### config.mk
export PLATFORM = sky130hd
export DESIGN_NAME = sha1_message_digest
export DESIGN_NICKNAME = d
export VERILOG_FILES = /design/src/design/sha1_pkg.sv /design/src/design/sha1_front.sv /design/src/design/sha1_back.sv /design/src/design/sha1_message_digest.sv
export SDC_FILE = /design/constraint.sdc
export NUM_CORES = 2
export LEC_CHECK = 0
export CAP_MARGIN = 25
export CORE_MARGIN = 3
export CORE_UTILIZATION = 42
export DETAILED_ROUTE_END_ITERATION = 8
export DONT_BUFFER_PORTS = 1
export GPL_TIMING_DRIVEN = 1
export HOLD_SLACK_MARGIN = 0.05
export PLACE_DENSITY = 0.69
export SLEW_MARGIN = 0
export SYNTH_ARGS = -nofsm -noshare
export SYNTH_HDL_FRONTEND = slang
export SYNTH_SLANG_ARGS = --single-unit
### constraint.sdc
create_clock -name aclk -period 6.8 [get_ports aclk]
set_input_delay 0.68 -clock aclk [delete_from_list [all_inputs] [get_ports aclk]]
set_output_delay 0.68 -clock aclk [all_outputs]
set_load 0.01 [all_outputs]
### src/design/sha1_pkg.sv
// sha1_pkg: shared types, constants and round helpers for the sha-1 digest block
// no dependencies
`default_nettype none
package sha1_pkg;
    localparam logic [31:0] K0 = 32'h5A827999;
    localparam logic [31:0] K1 = 32'h6ED9EBA1;
    localparam logic [31:0] K2 = 32'h8F1BBCDC;
    localparam logic [31:0] K3 = 32'hCA62C1D6;
    localparam logic [7:0]  PAD_BYTE = 8'h80;
    localparam logic [5:0]  LEN_SLOT = 6'd56;
    localparam logic [6:0]  LAST_ROUND = 7'd79;
    localparam logic [31:0] H0 = 32'h67452301;
    localparam logic [31:0] H1 = 32'hEFCDAB89;
    localparam logic [31:0] H2 = 32'h98BADCFE;
    localparam logic [31:0] H3 = 32'h10325476;
    localparam logic [31:0] H4 = 32'hC3D2E1F0;
    localparam int QUEUE_DEPTH = 2;

    // item passed from front to back
    typedef struct packed {
        logic [7:0] data_byte;
        logic       has_byte;
        logic       end_of_message;
    } item_t;

    typedef enum logic [2:0] {
        ST_IDLE, ST_ROUND, ST_FOLD, ST_PAD, ST_LEN, ST_OUT
    } back_state_t;

    function automatic logic [31:0] round_f(input logic [6:0] t, input logic [31:0] b,
                                            input logic [31:0] c, input logic [31:0] d);
        if (t < 7'd20)      round_f = (b & c) | (~b & d);
        else if (t < 7'd40) round_f = b ^ c ^ d;
        else if (t < 7'd60) round_f = (b & c) | (b & d) | (c & d);
        else                round_f = b ^ c ^ d;
    endfunction

    function automatic logic [31:0] round_k(input logic [6:0] t);
        if (t < 7'd20)      round_k = K0;
        else if (t < 7'd40) round_k = K1;
        else if (t < 7'd60) round_k = K2;
        else                round_k = K3;
    endfunction
endpackage
`default_nettype wire

### src/design/sha1_front.sv
// sha1_front: input item acceptance, idle item filtering and a two-entry queue
// depends on sha1_pkg
`default_nettype none
module sha1_front (
    input  wire logic            aclk,
    input  wire logic            aresetn,
    input  wire logic            s_tvalid,
    output logic                 s_tready,
    input  wire sha1_pkg::item_t s_item,
    output logic                 q_valid,
    input  wire logic            q_ready,
    output sha1_pkg::item_t      q_item
);
    sha1_pkg::item_t mem_reg [sha1_pkg::QUEUE_DEPTH];
    logic            wr_ptr_reg, rd_ptr_reg;
    logic [1:0]      count_reg;
    logic            push, pop, keep;

    // idle items (no byte, no end) are dropped here
    assign keep     = s_item.has_byte | s_item.end_of_message;
    assign s_tready = (count_reg != 2'd2);
    assign push     = s_tvalid & s_tready & keep;
    assign q_valid  = (count_reg != 2'd0);
    assign pop      = q_valid & q_ready;
    assign q_item   = mem_reg[rd_ptr_reg];

    // queue pointers and count
    always_ff @(posedge aclk) begin
        if (!aresetn) begin
            wr_ptr_reg <= 1'b0;
            rd_ptr_reg <= 1'b0;
            count_reg  <= 2'd0;
        end else begin
            if (push) wr_ptr_reg <= ~wr_ptr_reg;
            if (pop) rd_ptr_reg <= ~rd_ptr_reg;
            count_reg <= count_reg + {1'b0, push} - {1'b0, pop};
        end
    end

    // queue storage
    always_ff @(posedge aclk) begin
        if (push) mem_reg[wr_ptr_reg] <= s_item;
    end

    assert property (@(posedge aclk) disable iff (!aresetn) count_reg <= 2'd2)
        else $error("queue count overflow");
    assert property (@(posedge aclk) disable iff (!aresetn)
        (count_reg == 2'd0) |-> !pop) else $error("pop from empty queue");
    assert property (@(posedge aclk) disable iff (!aresetn)
        (push && !pop) |=> count_reg == $past(count_reg) + 2'd1)
        else $error("queue count lost a push");
endmodule
`default_nettype wire

### src/design/sha1_back.sv
// sha1_back: block assembly, padding, 80-round compression and digest output
// depends on sha1_pkg
`default_nettype none
module sha1_back (
    input  wire logic            aclk,
    input  wire logic            aresetn,
    input  wire logic            q_valid,
    output logic                 q_ready,
    input  wire sha1_pkg::item_t q_item,
    output logic                 m_tvalid,
    input  wire logic            m_tready,
    output logic [31:0]          m_tdata,
    output logic                 m_tlast
);
    sha1_pkg::back_state_t state_reg, state_next;
    logic [31:0] blk_reg [16];
    logic [31:0] h_reg [5];
    logic [31:0] a_reg, b_reg, c_reg, d_reg, e_reg;
    logic [5:0]  cnt_reg;
    logic [63:0] len_reg;
    logic [6:0]  t_reg;
    logic        fin_reg;       // compression belongs to the final item
    logic        need_len_reg;  // a length block still follows
    logic        padded_reg;    // pad byte already placed for this message
    logic [2:0]  oidx_reg;
    logic        take;
    logic [31:0] w_x, w_cur, w_new, tmp;
    logic [3:0]  ti;

    assign take = q_valid & q_ready;

    // next state
    always_comb begin
        state_next = state_reg;
        unique case (state_reg)
            sha1_pkg::ST_IDLE: begin
                if (take) begin
                    if (q_item.has_byte && cnt_reg == 6'd63) state_next = sha1_pkg::ST_ROUND;
                    else if (q_item.end_of_message) state_next = sha1_pkg::ST_PAD;
                end
            end
            sha1_pkg::ST_ROUND: if (t_reg == sha1_pkg::LAST_ROUND) state_next = sha1_pkg::ST_FOLD;
            sha1_pkg::ST_FOLD: begin
                if (!fin_reg) state_next = sha1_pkg::ST_IDLE;
                else if (!padded_reg) state_next = sha1_pkg::ST_PAD;
                else if (need_len_reg) state_next = sha1_pkg::ST_LEN;
                else state_next = sha1_pkg::ST_OUT;
            end
            sha1_pkg::ST_PAD: state_next = sha1_pkg::ST_ROUND;
            sha1_pkg::ST_LEN: state_next = sha1_pkg::ST_ROUND;
            sha1_pkg::ST_OUT:
                if (m_tready && oidx_reg == 3'd4) state_next = sha1_pkg::ST_IDLE;
            default: state_next = sha1_pkg::ST_IDLE;
        endcase
    end

    // outputs
    always_comb begin
        q_ready  = (state_reg == sha1_pkg::ST_IDLE);
        m_tvalid = (state_reg == sha1_pkg::ST_OUT);
        m_tdata  = h_reg[oidx_reg];
        m_tlast  = (oidx_reg == 3'd4);
    end

    // schedule word and round sum
    assign ti    = t_reg[3:0];
    assign w_x   = blk_reg[ti+4'd13] ^ blk_reg[ti+4'd8] ^ blk_reg[ti+4'd2] ^ blk_reg[ti];
    assign w_new = {w_x[30:0], w_x[31]};
    assign w_cur = (t_reg < 7'd16) ? blk_reg[ti] : w_new;
    assign tmp   = {a_reg[26:0], a_reg[31:27]} + sha1_pkg::round_f(t_reg, b_reg, c_reg, d_reg)
                 + sha1_pkg::round_k(t_reg) + e_reg + w_cur;

    // control registers
    always_ff @(posedge aclk) begin
        if (!aresetn) begin
            state_reg    <= sha1_pkg::ST_IDLE;
            cnt_reg      <= 6'd0;
            len_reg      <= 64'd0;
            t_reg        <= 7'd0;
            fin_reg      <= 1'b0;
            need_len_reg <= 1'b0;
            padded_reg   <= 1'b0;
            oidx_reg     <= 3'd0;
        end else begin
            state_reg <= state_next;
            if (state_reg == sha1_pkg::ST_IDLE && take) begin
                if (q_item.has_byte) begin
                    cnt_reg <= cnt_reg + 6'd1;
                    len_reg <= len_reg + 64'd8;
                end
                fin_reg    <= q_item.end_of_message;
                padded_reg <= 1'b0;
            end
            if (state_reg == sha1_pkg::ST_PAD) begin
                need_len_reg <= (cnt_reg >= sha1_pkg::LEN_SLOT);
                padded_reg   <= 1'b1;
            end
            if (state_reg == sha1_pkg::ST_LEN) need_len_reg <= 1'b0;
            if (state_reg == sha1_pkg::ST_ROUND) t_reg <= t_reg + 7'd1;
            else t_reg <= 7'd0;
            if (state_reg == sha1_pkg::ST_OUT && m_tready) begin
                oidx_reg <= (oidx_reg == 3'd4) ? 3'd0 : oidx_reg + 3'd1;
                if (oidx_reg == 3'd4) begin
                    cnt_reg <= 6'd0;
                    len_reg <= 64'd0;
                end
            end
        end
    end

    // datapath: block, working words, chain value
    always_ff @(posedge aclk) begin
        if (!aresetn) begin
            for (int i = 0; i < 16; i++) blk_reg[i] <= 32'd0;
            h_reg[0] <= sha1_pkg::H0; h_reg[1] <= sha1_pkg::H1; h_reg[2] <= sha1_pkg::H2;
            h_reg[3] <= sha1_pkg::H3; h_reg[4] <= sha1_pkg::H4;
        end else begin
            unique case (state_reg)
                sha1_pkg::ST_IDLE: begin
                    if (take && q_item.has_byte) begin
                        blk_reg[cnt_reg[5:2]] <= blk_reg[cnt_reg[5:2]] |
                            ({24'd0, q_item.data_byte} << {~cnt_reg[1:0], 3'b000});
                    end
                    a_reg <= h_reg[0]; b_reg <= h_reg[1]; c_reg <= h_reg[2];
                    d_reg <= h_reg[3]; e_reg <= h_reg[4];
                end
                sha1_pkg::ST_PAD: begin
                    blk_reg[cnt_reg[5:2]] <= blk_reg[cnt_reg[5:2]] |
                        ({24'd0, sha1_pkg::PAD_BYTE} << {~cnt_reg[1:0], 3'b000});
                    if (cnt_reg < sha1_pkg::LEN_SLOT) begin
                        blk_reg[14] <= len_reg[63:32];
                        blk_reg[15] <= len_reg[31:0];
                    end
                    a_reg <= h_reg[0]; b_reg <= h_reg[1]; c_reg <= h_reg[2];
                    d_reg <= h_reg[3]; e_reg <= h_reg[4];
                end
                sha1_pkg::ST_LEN: begin
                    blk_reg[14] <= len_reg[63:32];
                    blk_reg[15] <= len_reg[31:0];
                    a_reg <= h_reg[0]; b_reg <= h_reg[1]; c_reg <= h_reg[2];
                    d_reg <= h_reg[3]; e_reg <= h_reg[4];
                end
                sha1_pkg::ST_ROUND: begin
                    if (t_reg >= 7'd16) blk_reg[ti] <= w_new;
                    e_reg <= d_reg; d_reg <= c_reg;
                    c_reg <= {b_reg[1:0], b_reg[31:2]};
                    b_reg <= a_reg; a_reg <= tmp;
                end
                sha1_pkg::ST_FOLD: begin
                    h_reg[0] <= h_reg[0] + a_reg; h_reg[1] <= h_reg[1] + b_reg;
                    h_reg[2] <= h_reg[2] + c_reg; h_reg[3] <= h_reg[3] + d_reg;
                    h_reg[4] <= h_reg[4] + e_reg;
                    for (int i = 0; i < 16; i++) blk_reg[i] <= 32'd0;
                end
                sha1_pkg::ST_OUT: begin
                    if (m_tready && oidx_reg == 3'd4) begin
                        h_reg[0] <= sha1_pkg::H0; h_reg[1] <= sha1_pkg::H1;
                        h_reg[2] <= sha1_pkg::H2; h_reg[3] <= sha1_pkg::H3;
                        h_reg[4] <= sha1_pkg::H4;
                    end
                end
                default: ;
            endcase
        end
    end

    assert property (@(posedge aclk) disable iff (!aresetn)
        (state_reg == sha1_pkg::ST_ROUND && t_reg == sha1_pkg::LAST_ROUND)
        |=> state_reg == sha1_pkg::ST_FOLD) else $error("round count slip");
    assert property (@(posedge aclk) disable iff (!aresetn)
        (state_reg != sha1_pkg::ST_ROUND) |=> t_reg == 7'd0) else $error("round counter stale");
    assert property (@(posedge aclk) disable iff (!aresetn)
        (m_tvalid && !m_tready) |=> m_tvalid && $stable(oidx_reg))
        else $error("digest word moved while stalled");
    assert property (@(posedge aclk) disable iff (!aresetn)
        (state_reg != sha1_pkg::ST_OUT) |-> oidx_reg == 3'd0) else $error("output index stale");
endmodule
`default_nettype wire

### src/design/sha1_message_digest.sv
// sha1_message_digest: top level of the sha-1 digest block
// depends on sha1_pkg, sha1_front, sha1_back
//
// usage: the slave channel takes one item per handshake; s_tdata[7:0] is the
// message byte, s_tuser is has_byte, s_tlast marks the final item of a
// message. items with neither a byte nor tlast are dropped. a front queue of
// two items holds input while the back end compresses.
// the back end appends one byte per cycle while idle; the 64th byte of a block starts
// the 80-round compression, one round per cycle followed by a fold step. the
// final item adds a pad step (plus a length step when a second block is
// needed) and one or two compressions, then five digest words leave
// on the master channel, most significant first, m_tlast on the fifth.
// if the receiver stalls, the current word holds and the back end waits; the
// front queue still fills up to two items.
// reset (aresetn low, synchronous) loads the standard initial chaining value,
// clears the block, byte count and length, and empties the queue.
`default_nettype none
module sha1_message_digest (
    input  wire logic        aclk,
    input  wire logic        aresetn,
    input  wire logic        s_tvalid,
    output logic             s_tready,
    input  wire logic [7:0]  s_tdata,   // data_byte[7:0]
    input  wire logic        s_tuser,   // has_byte
    input  wire logic        s_tlast,
    output logic             m_tvalid,
    input  wire logic        m_tready,
    output logic [31:0]      m_tdata,   // digest_word[31:0]
    output logic             m_tlast
);
    sha1_pkg::item_t s_item, q_item;
    logic            q_valid, q_ready;

    assign s_item.data_byte      = s_tdata;
    assign s_item.has_byte       = s_tuser;
    assign s_item.end_of_message = s_tlast;

    sha1_front u_front (
        .aclk, .aresetn, .s_tvalid, .s_tready, .s_item,
        .q_valid, .q_ready, .q_item
    );

    sha1_back u_back (
        .aclk, .aresetn, .q_valid, .q_ready, .q_item,
        .m_tvalid, .m_tready, .m_tdata, .m_tlast
    );
endmodule
`default_nettype wire

==> results.md <==
* Run status: finished, final reports clean
* First-pass GRT wire length at 318900 um
* Leak at 27.22 nW
* Worst skew pair latency at 0.75 ns
* Synth Area in Adders at 7.928%
* Buf+Inv Stages, Crit Path at 4
* Total power at 0.03632 W
* Slowest cell on the critical path: or4_1
* Total Routing Usage GR at 25.92%
* # nets final at 5994
* Crit path cell chain: ha_4 -> buf_12 -> buf_12 -> mux4_2 -> mux4_2 -> xnor2_2 -> xnor2_1 -> nor2_1 -> a21oi_1 -> buf_4 -> fa_2 -> fa_1 -> fa_1 -> ha_1 -> or4_1 -> o211ai_1 -> a31oi_2 -> or2_4 -> buf_4 -> o21ai_0 -> xor2_1 -> o21ai_0
* Starting Density at 42.44%
* Routed met1 length at 78500 um
* Unique masters post-synth at 89
* Power per cell area at 485.7 nW/um^2
* Post-route DRC at 0
* Worst vdd ir at 0.0007673 V
* Cell Area, Synth at 67460 sq um
* Post-synthesis mux area share at 23.60%
* Met2 wire len at 100000 um
* CTS tree: yes
* Design Area, Final at 74790 sq um
* Largest net degree at the start of global routing at 114
* Post-layout util at 47.06%
* Flip-flop count of the largest register after layout at 512
* Post-synth net total at 5982
* Via density at 6.466
* Core Rows at 146
* Combinational family with the most area after synthesis: multiplexers
* CP Max Fanout at 12
* Placed cells at 7551
* Pre-antenna DRT Iters at 6
* Total CTS buffers at 101
* Final hold viol count at 0
* Synth Area in Compound Gates at 8.137%
* Initial antenna violation count at 4
* Top_reg_cell synth: edfxtp_1
* Die ar. at 165500 sq um
* DR iter-0 viols at 6694
* RSZ-0062 raised after global routing: true
* Tcrit/Tclk final at 99.16%
* Min cycle time layout at 6.743 ns
* Vias in the first global route at 48.26k
* CP arrival at 7.19 ns
* Post-Synth XOR/XNOR Area at 3.706%
* Syn Inst Count at 5615
* DR top layer: met5
* Worst Skew at 0.04053 ns
* Met3 WL at 27840 um
* CP required at 7.25 ns
* Share of cells above drive strength 1 at 23.35%
* Yosys warnings at 0
* WL final at 218600 um
* Max Cap Viol at 0
* H-Tree Depth at 3
* Critical path launch point type: flop
* Core Region at 158900 sq um
* Worst Hold Class: primary input to flop
* Sequential fraction of the synthesis area at 40.63%
* Via count at 50.33k
* Max stage delay on crit path at 0.54 ns
* Crit path capture type: flop
* # clock sinks at 943
* Worst path top cell family by delay: adder cells
* Rel. slew slack at 30.63%
* Synth Area in Simple Gates at 11.91%
* Wire per inst at 28.09 um
* I/O pins at 49
* Asr flop ratio synth at 0%
* Synthesized area per cell at 12.01 sq um
* Post-route ant nets at 0
* Worst slew pin tran at 1.037 ns
* Layout area overhead at 10.87%
* Area post-placement at 70430 sq um
* Final setup violation count at 0
* Fin. max-slew vios at 0
* Post-Layout Cell Count at 7784
* Filler instances at 13.84k
* Yosys reg bits at 943
* I/O Buffers at 0
* Max clock buf depth at 3
* Die X at 406.8 um
* Clock root buffer: clkbuf_16
* F_max at 0.1483 GHz
* Setup Crit Path Kind: flop to flop
* GPL Wtd Cong at 0.9388
* Clock transition at path regs at 0.06 ns
* Post-synth EDFFs at 852
* Detailed placement HPWL at 145100 um
* GR Overflow Total at 0
* Chip height at 406.8 um
-- final timing paths --
path | startpoint | end | slack (ns) | depth (start not counted)
hold reg to reg | u_back.padded_reg | u_back.padded_reg | 0.51 | 2
setup / recovery | u_back.t_reg[0] | u_back.a_reg[25] | 0.06 | 22
setup reg to reg | u_back.t_reg[0] | u_back.a_reg[25] | 0.06 | 22
hold / removal | aresetn | u_front.count_reg[1] | 0.09 | 1
-- cell families (layout without fill, tap and decap cells) --
logic type | Yosys count | in the layout
AND/OR/NAND/NOR | 1813 | 1813
flip-flops | 943 | 943
AO/OA/AOI/OAI | 839 | 839
multiplexers | 780 | 780
buffers and inverters | 605 | 698
adder cells (fa/ha/maj) | 353 | 353
XOR/XNOR | 282 | 282
other | 0 | 4
-- layer usage --
metal / GRT usage (%) / vias up
li1: - / 21140
met1: 33.59 / 25030
met2: 40.47 / 3501
met3: 7.387 / 660
met4: 11.76 / 2
met5: 0 / -
-- area by class of cell --
| class | count | area [sq um] | area share (%) |
|---|---|---|---|
| multi-input cells | 4067 | 37790 | 50.53 |
| flip-flops and latches | 943 | 27430 | 36.68 |
| clock buffers | 126 | 2733 | 3.654 |
| repair buffers | 274 | 2688 | 3.594 |
| well taps | 2072 | 2592 | 3.467 |
| inverters | 240 | 903.4 | 1.208 |
| clock inverters | 58 | 636.9 | 0.8516 |
| diodes | 4 | 10.01 | 0.01338 |
-- cell usage in the layout, fill, tap and decap left out, drive strengths merged, types with 50 or more instances in the layout --
cell / n
ha: 229
nor2: 743
nand3: 66
nand2: 636
mux4: 640
xor2: 123
nor3: 65
dfxtp: 91
clkbuf: 137
and3: 50
a21o: 102
mux2: 52
mux2i: 88
inv: 245
a21oi: 207
o21ai: 245
fa: 124
xnor2: 159
edfxtp: 852
nand2b: 50
buf: 251
-- per-stage QoR --
step / worst slack [ns] / setup TNS, ns / hold slack (ns)
floorplan: 0.009621 / 0 / 0.4668
global placement: -0.2083 / -0.3424 / 0.4782
detailed placement: -0.2065 / -0.6567 / 0.4951
CTS: 0.001863 / 0 / 0.05312
global route: -0.1396 / -0.6789 / 0.06396
finish: 0.05695 / 0 / 0.08691
-- Yosys cell counts, types with 15 or more instances --
cell type	n	area [sq um]
and3_1	50	312.8
nand2_1	635	2384
nor2_1	671	2519
o21a_1	39	292.8
o32ai_1	15	131.4
edfxtp_1	852	25580
nand2b_1	50	312.8
nor2_2	72	450.4
o21bai_1	23	172.7
and2_1	23	143.9
a21oi_1	188	940.9
o21ai_0	241	1206
buf_6	36	405.4
or3_1	31	193.9
clkbuf_1	197	739.5
o31ai_1	20	150.1
mux2i_1	88	880.8
nand4_1	34	212.7
xor2_1	123	1077
nand3_1	65	325.3
ha_1	229	2865
a21o_1	101	758.2
nor3_1	64	320.3
inv_1	240	900.9
dfxtp_1	91	1822
buf_1	40	150.1
a211oi_1	29	217.7
buf_4	27	202.7
mux4_2	630	14190
nor3b_1	15	112.6
buf_2	62	310.3
nor2b_1	45	281.5
xnor2_1	155	1358
mux2_2	52	585.6
fa_1	124	2482
a31oi_1	33	206.5
-- power by group --
part	internal [W]	switching [W]	leakage (nW)
sequential	0.00812	0.00142	9.15
clock	0.00327	0.00250	1.66
combinational	0.00919	0.0118	16.4
total	0.0206	0.0157	27.2
-- timing repair --
item,in CTS,in global routing
pin swaps,3,19
gates resized for setup,11,77
cloned,1,7
hold endpoints to repair,23,0
hold buffers,11,0
endpoints found under the setup margin,6,15
buffers inserted,1,19
Power figures use the tool's default switching activity.
